--- config.mk ---
export PLATFORM = sky130hd
export DESIGN_NAME = dtm_ram
export DESIGN_NICKNAME = d
export VERILOG_FILES = /design/src/hw/rtl/dtm_ram.sv
export SDC_FILE = /design/constraint.sdc
export NUM_CORES = 2
export LEC_CHECK = 0
export BUFFER_PORTS_ARGS = -buffer_cell sky130_fd_sc_hd__buf_2
export CORE_UTILIZATION = 40
export DETAILED_ROUTE_END_ITERATION = 10
export PLACE_DENSITY = 0.61
export SLEW_MARGIN = 40
export SYNTH_ARGS = -nofsm -noshare
export SYNTH_HDL_FRONTEND = slang
export SYNTH_SLANG_ARGS = --single-unit
--- constraint.sdc ---
create_clock -name clk -period 2.4 [get_ports clk]
set_input_delay 0.48 -clock clk [delete_from_list [all_inputs] [get_ports clk]]
set_output_delay 0.48 -clock clk [all_outputs]
set_load 0.05 [all_outputs]
--- src/hw/rtl/dtm_ram.sv ---
`timescale 1ns / 1ps
// ----------------------------------------------------------------------------
// Generic simple dual-port RAM
// One write port and one read port; the read data is registered and a read
// of the entry being written returns the old contents.
// ----------------------------------------------------------------------------
module dtm_ram #(
    parameter int WIDTH = 8,
    parameter int DEPTH = 256,
    localparam int AW   = (DEPTH > 1) ? $clog2(DEPTH) : 1
) (
    input  logic             clk,
    input  logic             we,
    input  logic [AW-1:0]    waddr,
    input  logic [WIDTH-1:0] wdata,
    input  logic [AW-1:0]    raddr,
    output logic [WIDTH-1:0] rdata
);

    logic [WIDTH-1:0] mem [DEPTH];

    always_ff @(posedge clk)
    begin
        if (we)
        begin
            mem[waddr] <= wdata;
        end
        rdata <= mem[raddr];
    end

endmodule

# Word-level counts from Yosys, hierarchy flattened
# Memories as Yosys holds them, arrays and structs flattened. A register that Yosys moved wholly into a read port is not among the register bits.
# Cells that the tools add are included.
totals:
  reg_bits: 0
  memories: 1
  ramBits: 2048
  out_inout_bits: 8
op_classes:
  n_mux: 2
memory_table:
  columns: ["memory", "depth", "width", "read_ports", "rd_ports_with_merged_regs", "write_ports", "line_no", "rtl"]
  rows:
  - ["mem", 256, 8, 1, 1, 1, "20", "logic [WIDTH-1:0] mem [DEPTH];"]
op_table:
  columns: ["cell", "n"]
  rows:
  - ["2-to-1 mux 1 bit", 2]

# Longest topological paths before layout
logic_depth:
  word_depth: 2
  mapped_depth: 11

# Least setup slack after synthesis
# No wires, ideal clock.
synth_timing:
  kind: "input -> register"
  from: "in raddr[0]"
  to: "reg rdata[2], read port of mem"
  t_arrival_ps: 2287
  stages: 9
  path_slack_ps: -18
  path_buffers: 4
  cell_sequence: "buf_6 buf_12 buf_8 buf_2 mux4_2 a22oi_1 a21oi_1 nor4_1 nor4_2"
synth_lines:
  columns: ["item", "line_no", "rtl"]
  rows:
  - ["start: declaration", "16", "input logic [AW-1:0] raddr,"]
  - ["end: declaration", "17", "output logic [WIDTH-1:0] rdata"]

==> metrics.md <==
| Metric | Value |
|---|---|
| Layout cells sized above 1 | `33.6%` |
| Pin count of the biggest net entering global routing | `109` |
| Later-pin clock latency in the skew report | `0.87 ns` |
| Gpl congestion | `0.865` |
| CTS tree | `built` |
| CP startpoint | `mem[83][3]` |
| Post-synthesis cell type count | `55` |
| CTS Sinks | `2,056` |
| P_sw | `16.3 mW` |
| Worst slew pin tran | `0.773 ns` |
| HP Class | `in -> reg` |
| Mapped Cells | `3,733` |
| Post-synth top area share | `77.3%` |
| Post-DRT Antenna Nets | `0` |
| Critical path capture point | `rdata[3]` |
| Synthesized net count | `3,759` |
| Leakage | `31.0 nW` |
| Main flop type after synthesis | `edfxtp_1` |
| Compound-cell area share of the yosys netlist | `3.42%` |
| DP HPWL | `135,000 um` |
| Flops & latches, synth | `2,056` |
| Global-route wire length before repair | `294,000 um` |
| Switching part of the total | `21.7%` |
| Simple-gate share of the synthesized area | `2.63%` |
| CTS buffer count | `204` |
| Final period utilization | `97.8%` |
| Area contributors post-synth | `edfxtp_1 (77%), mux4_2 (13%), mux2i_1 (1.7%)` |
| Yosys warns | `0` |
| Mux contribution to synthesized area | `14.6%` |
| Flop pwr share | `52.7%` |
| NumNets Final | `4,548` |
| Fill cells | `16,152` |
| P_int | `58.9 mW` |
| DRT iter0 DRCs | `4,917` |
| Most frequent cell after synthesis | `edfxtp_1` |
| CP Launch Type | `flop` |
| Final hold viol count | `0` |
| Ys async rst share | `0%` |
| Worst reg2reg path depth | `7` |
| Reg2reg start | `mem[83][3]` |
| Final Core Density | `48.3%` |
| Vias in the first global route | `41,354` |
| Clock Skews | `0.0539 ns` |
| Root buffer cell | `clkbuf_16` |
| # H-tree levels | `4` |
| Area Overhead vs Synth | `19.9%` |
| Post-synth top cells | `edfxtp_1 (2,048), mux4_2 (454), nor2_1 (282), mux2i_1 (134), a22oi_1 (133)` |
| Chip width | `448 um` |
| Initial antenna violation count | `14` |
| Num rows | `163` |
| Fin area | `0.0953 mm^2` |
| Die Height | `448 um` |
| Initial Util | `40.3%` |
| Reg2reg end | `rdata[3]` |
| Tmin final | `2.35 ns` |
| Kind of critical path | `reg -> reg` |
| Drt total wl | `204,000 um` |
| Clock-pin transition on the worst setup and hold timing paths | `0.06 ns` |
| Core area | `0.197 mm^2` |
| Drt first pass iters | `6` |
| Slew Limit Fails | `0` |
| Area of the mapped netlist | `0.0796 mm^2` |
| Gate power share | `5.8%` |
| GRT overflow | `0` |
| Vias/cell | `5.59` |
| Peak supply drop | `604 uV` |
| Hold Path Stages | `1` |
| RSZ-0062 raised after global routing | `no` |
| Synthesized-area fraction occupied by xor and xnor cells | `0%` |
| Adder-cell share of the synthesized area | `0%` |
| Max frequency | `0.426 GHz` |
| Slew headroom | `48.5%` |
| Worst Path Arrival | `3.09 ns` |
| Critical path endpoint category | `flop` |
| DR vias | `41,019` |
| Worst EP required | `3.14 ns` |
| GR Util All Layers | `20.4%` |
| Synth Area per Inst | `21.3 um^2` |
| Status | `finished clean` |
| Post-synthesis sequential area ratio | `77.5%` |
| Max Cap Viol | `0` |
| Synth area leader | `edfxtp_1` |
| Top Ports | `34` |
| CP Max Fanout | `1` |
| DRC viols | `0` |
| R2R Setup Slk | `0.05 ns` |
| Cell Area, Placed | `0.0886 mm^2` |
| Post-synth EDFFs | `2,048` |
| Count of buffers from port buffering | `33` |
| Pwr/cell area | `789 mW/mm^2` |
| WL/cell | `27.8 um` |
| Final setup fails | `0` |
| Post-CTS Setup Repair Bufs | `0` |
| Largest family of logic cells by synthesized area | `multiplexers` |
| Die area | `0.201 mm^2` |
| Clk pwr share | `41.5%` |
| Clock Path Buffers | `3` |
-- flip-flops by register name, summed over array words and instances, names as in the netlist --
signal,cells
mem,2048
rdata,8
-- layout make-up --
class,count,area (um^2),area share [%]
diodes,6,15.0,0.0157
clock buffers,257,5360,5.62
clock inverters,113,1190,1.25
inverters,2,7.51,0.00787
multi-input cells,1442,16600,17.4
flip-flops and latches,2056,61700,64.7
well taps,2640,3300,3.46
repair buffers,816,7220,7.57
-- metal layers --
layer	up-vias	track usage, %	share of wire, %
li1	17295	-	-
met1	21764	28.9	41
met2	1695	32.8	49
met3	265	3.33	7.7
met4	0	5.66	2.4
met5	-	0	0
-- cell families (layout without fill, tap and decap cells) --
| group | count (synthesis) | in the layout |
|---|---|---|
| flip-flops | 2056 | 2056 |
| multiplexers | 591 | 591 |
| AND/OR/NAND/NOR | 466 | 466 |
| AO/OA/AOI/OAI | 385 | 385 |
| buffers and inverters | 235 | 1188 |
| other | 0 | 6 |
-- worst max-delay path, stage by stage, from the launching register on --
cell and delay (ns):
edfxtp_1 0.37, mux4_2 0.47, a22o_1 0.28, a221oi_2 0.32, o32ai_1 0.16, nor3_1 0.36, buf_4 0.21, nor4_1 0.05
-- through the flow --
step	setup WS (ns)	total power, mW	cells	TNS, ns	hold WS, ns
floorplan	0.000414	42.4	3733	0	0.579
global placement	-1.29	44.7	6952	-7.81	0.780
detailed placement	-1.15	44.7	6952	-7.21	0.787
CTS	0.00697	75.7	7326	0	0.0295
global route	0.0157	77.2	7330	0	0.0581
finish	0.0517	75.2	7332	0	0.0640
-- power by group through the flow --
stage	combinational, mW	sequential, mW	clock (mW)
final	4.37	39.6	31.2
after global routing	4.58	39.6	33.0
after CTS	4.38	39.6	31.7
after detailed placement	4.35	40.4	0
after global placement	4.31	40.4	0
after floorplan	1.93	40.5	0
-- cell usage in the layout, fill, tap and decap left out, drive strengths merged, types with 4 or more instances in the layout --
| cell | n |
|---|---|
| bufinv | 16 |
| a211oi | 16 |
| dfxtp | 8 |
| nand3 | 34 |
| buf | 811 |
| inv | 7 |
| nand2b | 8 |
| o221ai | 47 |
| or2 | 4 |
| a22oi | 133 |
| clkbuf | 258 |
| nor3 | 22 |
| a22o | 8 |
| a21oi | 96 |
| clkinv | 89 |
| nor4 | 27 |
| and2 | 6 |
| diode | 6 |
| nor2b | 31 |
| mux2i | 134 |
| a221oi | 14 |
| a2111oi | 5 |
| nor2 | 282 |
| o22ai | 28 |
| dlygate4sd3 | 4 |
| edfxtp | 2048 |
| nand4 | 10 |
| o22a | 5 |
| mux4 | 456 |
| nand2 | 33 |
| o211ai | 10 |
| o21ai | 12 |
| o32ai | 5 |
-- timing repair --
item,CTS,global route
hold endpoints to repair,33,0
hold buffers,4,0
cloned,0,0
resized for setup,10,9
pin swaps,0,3
setup endpoints to repair,6,5
-- worst min-delay path by stage --
stage,start,to,slack [ns]
global route,wdata[5],mem[161][5],0.06
detailed placement,wdata[4],mem[209][4],0.79
finish,wdata[2],mem[218][2],0.06
floorplan,wdata[0],mem[0][0],0.58
CTS,wdata[5],mem[161][5],0.03
global placement,wdata[4],mem[210][4],0.78
Power figures use the tool's default switching activity.
