**src/hw/rtl/dtm_pkg.sv**
```systemverilog
`timescale 1ns / 1ps
// ----------------------------------------------------------------------------
// DFA matcher package
// Shared field widths, item kinds, status codes and the stored record types
// of the table-driven automaton matcher.
// ----------------------------------------------------------------------------
package dtm_pkg;

    localparam int ACT_W       = 2;
    localparam int STATE_W     = 6;
    localparam int SYM_W       = 8;
    localparam int IN_TDATA_W  = 24;
    localparam int OUT_TDATA_W = 8;

    typedef enum logic [ACT_W-1:0] {
        ACT_ADD    = 2'd0,
        ACT_FINAL  = 2'd1,
        ACT_SYMBOL = 2'd2,
        ACT_QUERY  = 2'd3
    } action_t;

    typedef enum logic [1:0] {
        ST_ACCEPTED      = 2'd0,
        ST_NOT_FINAL     = 2'd1,
        ST_NO_TRANSITION = 2'd2
    } status_t;

    // One result as it leaves the block: status in the low bits.
    typedef struct packed {
        logic    accepted;
        status_t status;
    } result_t;

    // One transition table entry.
    typedef struct packed {
        logic               valid;
        logic [STATE_W-1:0] target;
    } entry_t;

endpackage

```
**src/hw/rtl/dtm_result_fifo.sv**
```systemverilog
`timescale 1ns / 1ps
// ----------------------------------------------------------------------------
// Result queue
// A small register FIFO that holds finished results until the downstream
// side takes them, and reports its fill level for flow control.
// ----------------------------------------------------------------------------
module dtm_result_fifo #(
    parameter int DEPTH = 4,
    localparam int PW   = (DEPTH > 1) ? $clog2(DEPTH) : 1,
    localparam int CW   = $clog2(DEPTH + 1)
) (
    input  logic             clk,
    input  logic             rst_n,
    input  logic             push,
    input  dtm_pkg::result_t push_data,
    input  logic             pop,
    output logic             out_valid,
    output dtm_pkg::result_t out_data,
    output logic [CW-1:0]    count
);

    import dtm_pkg::*;

    result_t       mem [DEPTH];
    logic [PW-1:0] wr_ptr_reg;
    logic [PW-1:0] rd_ptr_reg;
    logic [CW-1:0] count_reg;
    logic          do_pop;

    assign out_valid = (count_reg != '0);
    assign out_data  = mem[rd_ptr_reg];
    assign count     = count_reg;
    assign do_pop    = pop && out_valid;

    always_ff @(posedge clk)
    begin
        if (push)
        begin
            mem[wr_ptr_reg] <= push_data;
        end
    end

    always_ff @(posedge clk or negedge rst_n)
    begin
        if (!rst_n)
        begin
            wr_ptr_reg <= '0;
            rd_ptr_reg <= '0;
            count_reg  <= '0;
        end
        else
        begin
            if (push)
            begin
                wr_ptr_reg <= (wr_ptr_reg == PW'(DEPTH - 1)) ? '0 : wr_ptr_reg + 1'b1;
            end
            if (do_pop)
            begin
                rd_ptr_reg <= (rd_ptr_reg == PW'(DEPTH - 1)) ? '0 : rd_ptr_reg + 1'b1;
            end
            if (push && !do_pop)
            begin
                count_reg <= count_reg + 1'b1;
            end
            else if (!push && do_pop)
            begin
                count_reg <= count_reg - 1'b1;
            end
        end
    end

endmodule

```
**config.mk**
```make
export PLATFORM = sky130hd
export DESIGN_NAME = dtm_result_fifo
export DESIGN_NICKNAME = d
export VERILOG_FILES = /design/src/hw/rtl/dtm_pkg.sv /design/src/hw/rtl/dtm_result_fifo.sv
export SDC_FILE = /design/constraint.sdc
export NUM_CORES = 1
export LEC_CHECK = 0
export BUFFER_PORTS_ARGS = -buffer_cell sky130_fd_sc_hd__buf_2
export CORE_MARGIN = 1.5
export CORE_UTILIZATION = 40
export CTS_BUF_LIST = sky130_fd_sc_hd__clkbuf_16
export DETAILED_ROUTE_END_ITERATION = 16
export PLACE_DENSITY = 0.71
export SETUP_SLACK_MARGIN = 0.15
export SKIP_LAST_GASP = 1
export SYNTH_ARGS = -nofsm -noshare
export SYNTH_HDL_FRONTEND = slang
export SYNTH_SLANG_ARGS = --single-unit
```
**constraint.sdc**
```tcl
create_clock -name clk -period 5.4 [get_ports clk]
set_clock_uncertainty 0.2 [all_clocks]
set_input_delay 0.54 -clock clk [delete_from_list [all_inputs] [get_ports clk]]
set_output_delay 0.54 -clock clk [all_outputs]
set_load 0.005 [all_outputs]
```
; Word-level counts from Yosys, hierarchy flattened
; Memories as Yosys holds them, arrays and structs flattened.
; Index checks and enable logic that the tools add are counted.
; W data, S select, Z words.
[op_classes]
eq_ne = 2
add_sub_neg = 4
muxes = 6
reduce_logical = 7
[op_table]
columns = operator, count
row1 = $mux W3, 2
row2 = $add A2 B1 Y2 const B, 2
row3 = $eq A2 B2 Y1 const B, 2
row4 = $mux W2, 2
row5 = $add A3 B1 Y3 const B, 1
row6 = $logic_and A1 B1 Y1, 3
row7 = $reduce_bool A3 Y1, 1
row8 = $sub A3 B1 Y3 const B, 1
row9 = $logic_not A1 Y1, 2
row10 = $mux W1, 2
row11 = $reduce_bool A2 Y1, 1
[word_totals]
wordCells = 23
output_inout_bits = 7
mem_bits_rw = 12
inputBits = 7
memories = 1
regBits = 7
[mem_list]
columns = name, words, word_bits, rd, rd_ports_with_merged_regs, write_ports, line_no
row1 = mem, 4, 3, 1, 0, 1, dtm_result_fifo.sv:24  ; result_t mem [DEPTH];

; Depth between registers and ports, before layout
[depth]
ltp_word = 5
ltp_mapped = 8
depth_no_buf = 8

; Least setup slack after synthesis
; OpenSTA, ideal clock, no wires.
[synth_timing]
kind = register -> register
startpoint = register count_reg[1], in the netlist count[1]
endpoint = register count_reg[2], in the netlist count[2]
synth_period_minus_slack_ns = 2.157
setup_ns = 0.079
stages_incl_launch_ff = 9
path_buffers = 0
t_required_ns = 5.121
path_slack_ns = 3.243
t_arrival_ns = 1.878
cell_sequence = dfrtp_1 > or3_4 > nand2_4 > ha_1 > inv_1 > fa_1 > xor2_1 > nor2_1 > xor2_1
[synth_via]
elab_chain_len = 5
word_cells_on_any_way = 10
cone_classes = 2 x add/sub / 2 x mux / 6 x reduce/logical
[synth_lines]
columns = item, line_no
row1 = from (decl), dtm_result_fifo.sv:27  ; logic [CW-1:0] count_reg;
row2 = from (signal assigned), dtm_result_fifo.sv:63  ; count_reg <= count_reg + 1'b1;
row3 = from (signal assigned), dtm_result_fifo.sv:67  ; count_reg <= count_reg - 1'b1;
row4 = $reduce_bool A3 Y1 (*), dtm_result_fifo.sv:30  ; assign out_valid = (count_reg != '0);
row5 = net out_valid, dtm_result_fifo.sv:17  ; output logic out_valid,
row6 = $logic_and A1 B1 Y1 (*), dtm_result_fifo.sv:33  ; assign do_pop = pop && out_valid;
row7 = $logic_not A1 Y1, dtm_result_fifo.sv:61  ; if (push && !do_pop)
row8 = $logic_and A1 B1 Y1, dtm_result_fifo.sv:61
row9 = $mux W3 / $reduce_bool A2 Y1 (equally long branches), -
; Mark *: on every way through the listed nets, which the timed path passes. The rest lies on a longest branch. The select of a mux whose other input is x is not followed.
; A chain may end at the register's enable or synchronous reset.

; Final worst setup path
[layout_timing]
startpoint = register count_reg[0], in the netlist count[0]
endpoint = register count_reg[2], in the netlist count[2]
[layout_via]
elab_chain_len = 5
word_cells_on_any_way = 10
cone_classes = 2 x add/sub / 2 x mux / 6 x reduce/logical
[layout_lines]
columns = item
row1 = branches (longest 5 deep; another with $sub A3 B1 Y3)
; Several ways; the timed one is not identified. The select of a mux whose other input is x is not followed.

==> impl_results.md <==
- Crit start category: register
- DR WL met2: 643 µm
- Outcome: finished, final reports clean
- Post-synth top area share: 0.4223
- Core area: 1982 µm²
- Die area: 2419 µm²
- Final #Nets: 84
- Clock latency on the worst-skew pair: 0.25 ns
- Synth area leader: edfxtp_1
- Pwr/cell area: 541.7 nW/µm²
- Max reg flops: 12
- Critical Path Stages: 8
- CTS Hold Buffers Added: 1
- Antenna violations before repair: 0
- Post-layout util: 0.5253
- Post-CTS Setup Bufs: 0
- CP delay by family, top: simple AND/OR/NAND/NOR gates
- Clk sinks: 19
- CP Class: register to register
- Layout cells sized above 1: 0.3478
- Post-route ant nets: 0
- Bufs and invs on worst path: 1
- Worst path cell trace: or3_4, nand2_4, ha_1, inv_1, fa_1, xor2_1, nor2_1, xor2_1
- Setup WS pre-CTS: 3.109 ns
- Clock Tree Root: clkbuf_16
- I/O Pins: 14
- First-pass DRT Iterations: 1
- YS warnings: 0
- Internal reg-to-reg setup slack: 3.10 ns
- Total Wirelength: 1284 µm
- Final Setup Violations: 0
- Largest net degree at the start of global routing: 11
- Post-synthesis sequential element count: 19
- Port-buffer cells: 13
- Leakage power: 0.4389 nW
- Type of destination of the critical path: register
- Metal3 WL: 20 µm
- Die Wd: 49.19 µm
- Post_cts resized: 0
- Initial Utilization: 0.4306
- Syn_nets: 65
- DRT met1 WL: 597 µm
- Most used cell, CP: xor2_1
- Die Ht: 49.19 µm
- H-tree level count: 1
- Final Hold Fails: 0
- Unrepaired setup endpoints after global routing: no
- DP HPWL: 1037 µm
- Syn Std Cell Area: 853.3 µm²
- Drc violations: 0
- Total grt overflow: 0
- Slew @ Worst Pin: 0.2951 ns
- Setup ws final: 3.102 ns
- GPL Wtd Cong: 0.7476
- Number of DRC violations after detailed-routing iteration 0: 0
- Vias in the first global route: 454
- Antenna cells: 0
- Final slew viol count: 0
- Mean post-synth cell area: 16.73 µm²
- Final Cell Area: 1041 µm²
- Slowest library cell on the worst path: dfrtp_1
- First-pass GRT wire length: 2159 µm
- Worst EP arrival: 2.27 ns
- Clock-pin transition on the worst setup and hold timing paths: 0.05 ns
- Area contributors post-synth: edfxtp_1 (42%), dfrtp_1 (21%), ha_1 (8.8%), mux4_2 (7.9%), mux2_4 (3.5%)
- Total track usage: 0.1248
- Max Fclk: 435.2 MHz
- TritonCTS clock tree: done
- Crit-path max cell delay: 0.45 ns
- Routed via count: 437
- Period utilisation layout: 0.4256
- Via density per instance: 4.552
- VDD IR max: 0.2163 mV
- Cell count after synthesis: 51
- Hold path depth: 1
- Maxcap violations: 0
- Area Overhead vs Synth: 21.99%
- Top layer in use: met4
- Relative slew slack: 0.8033
- WL/cell: 13.38 µm
- Max FO, Critical Path: 4
- Sequential area share after synthesis: 0.6276
- Worst reg-to-reg path cell count: 8
- Synth cell types: 16
- Critical path required time: 5.37 ns
- HP Class: primary input to register
- CTS Buf Count: 3
- Clock buffer depth: 2
- Final TNS setup: 0 ns
- Placed cell areas: 952.2 µm²
- Period minus WS final: 2.298 ns
- Row count: 16
## final cells by class
| class | count | area [µm²] |
|---|---|---|
| tap | 27 | 33.78 |
| inverter | 3 | 11.26 |
| sequential | 19 | 535.5 |
| timing repair buffer | 14 | 75.07 |
| clock inverter | 1 | 3.754 |
| fill | 168 | 940.9 |
| clock buffer | 3 | 75.07 |
| multi-input combinational | 29 | 306.5 |
## logic make-up after synthesis
kind of cell	count (synthesis)	synth area share
simple gates	11	0.07771
buf+inv	3	0.01320
fa+ha+maj	7	0.1114
flops	19	0.6276
compound gates	2	0.01173
mux	6	0.1276
xor+xnor	3	0.03080
## layer usage
| metal | up-vias | track usage |
|---|---|---|
| met5 | - | 0 |
| met1 | 211 | 0.1504 |
| met2 | 5 | 0.2027 |
| met3 | 2 | 0.02147 |
| met4 | 0 | 0.08571 |
| li1 | 219 | - |
## through the flow
| step | total power (W) | cells | hold WS, ns |
|---|---|---|---|
| 2_1_floorplan | 0.0003557 | 51 | 0.04441 |
| 3_3_place_gp | 0.0004088 | 91 | 0.1802 |
| 3_5_place_dp | 0.0004226 | 91 | 0.1848 |
| 4_1_cts | 0.0005710 | 96 | 0.3069 |
| 5_1_grt | 0.0005973 | 96 | 0.3036 |
| 6_report | 0.0005640 | 96 | 0.3072 |
## final timing paths
kind                         startpoint             to
setup reg to reg               count[0]       count[2]
hold reg to reg                count[2]       count[2]
hold / removal             push_data[0]      mem[1][0]
setup / recovery               count[0]       count[2]
max in group asynchronous         rst_n       count[0]
min in group asynchronous         rst_n  rd_ptr_reg[0]
## placed cells by master (no fill, tap or decap)
| master | netlist | routed |
|---|---|---|
| buf_2 | 0 | 13 |
| xor2_1 | 2 | 2 |
| clkbuf_16 | 0 | 3 |
| xnor2_1 | 1 | 1 |
| fa_1 | 1 | 1 |
| edfxtp_1 | 12 | 12 |
| nor2_1 | 3 | 3 |
| o21ai_0 | 2 | 2 |
| dfrtp_1 | 7 | 7 |
| nand2_1 | 2 | 2 |
| nand2_4 | 1 | 1 |
| mux2_2 | 1 | 1 |
| or3_4 | 1 | 1 |
| inv_1 | 3 | 4 |
| ha_1 | 6 | 6 |
| and2_1 | 4 | 4 |
| mux2_4 | 2 | 2 |
| mux4_2 | 3 | 3 |
| dlygate4sd3_1 | 0 | 1 |
## synth_stat cells
cell      count
mux4_2        3
and2_1        4
o21ai_0       2
nand2_4       1
nor2_1        3
mux2_2        1
xnor2_1       1
or3_4         1
inv_1         3
edfxtp_1     12
mux2_4        2
xor2_1        2
dfrtp_1       7
ha_1          6
nand2_1       2
fa_1          1
## report_power, final
group	internal (W)	switching, W	total, W
combinational	0.000103	0.0000709	0.000174
sequential	0.000199	0.0000431	0.000242
clock	0.0000984	0.0000498	0.000148
total	0.000400	0.000164	0.000564
No activity file was read; power rests on OpenSTA's default activity.
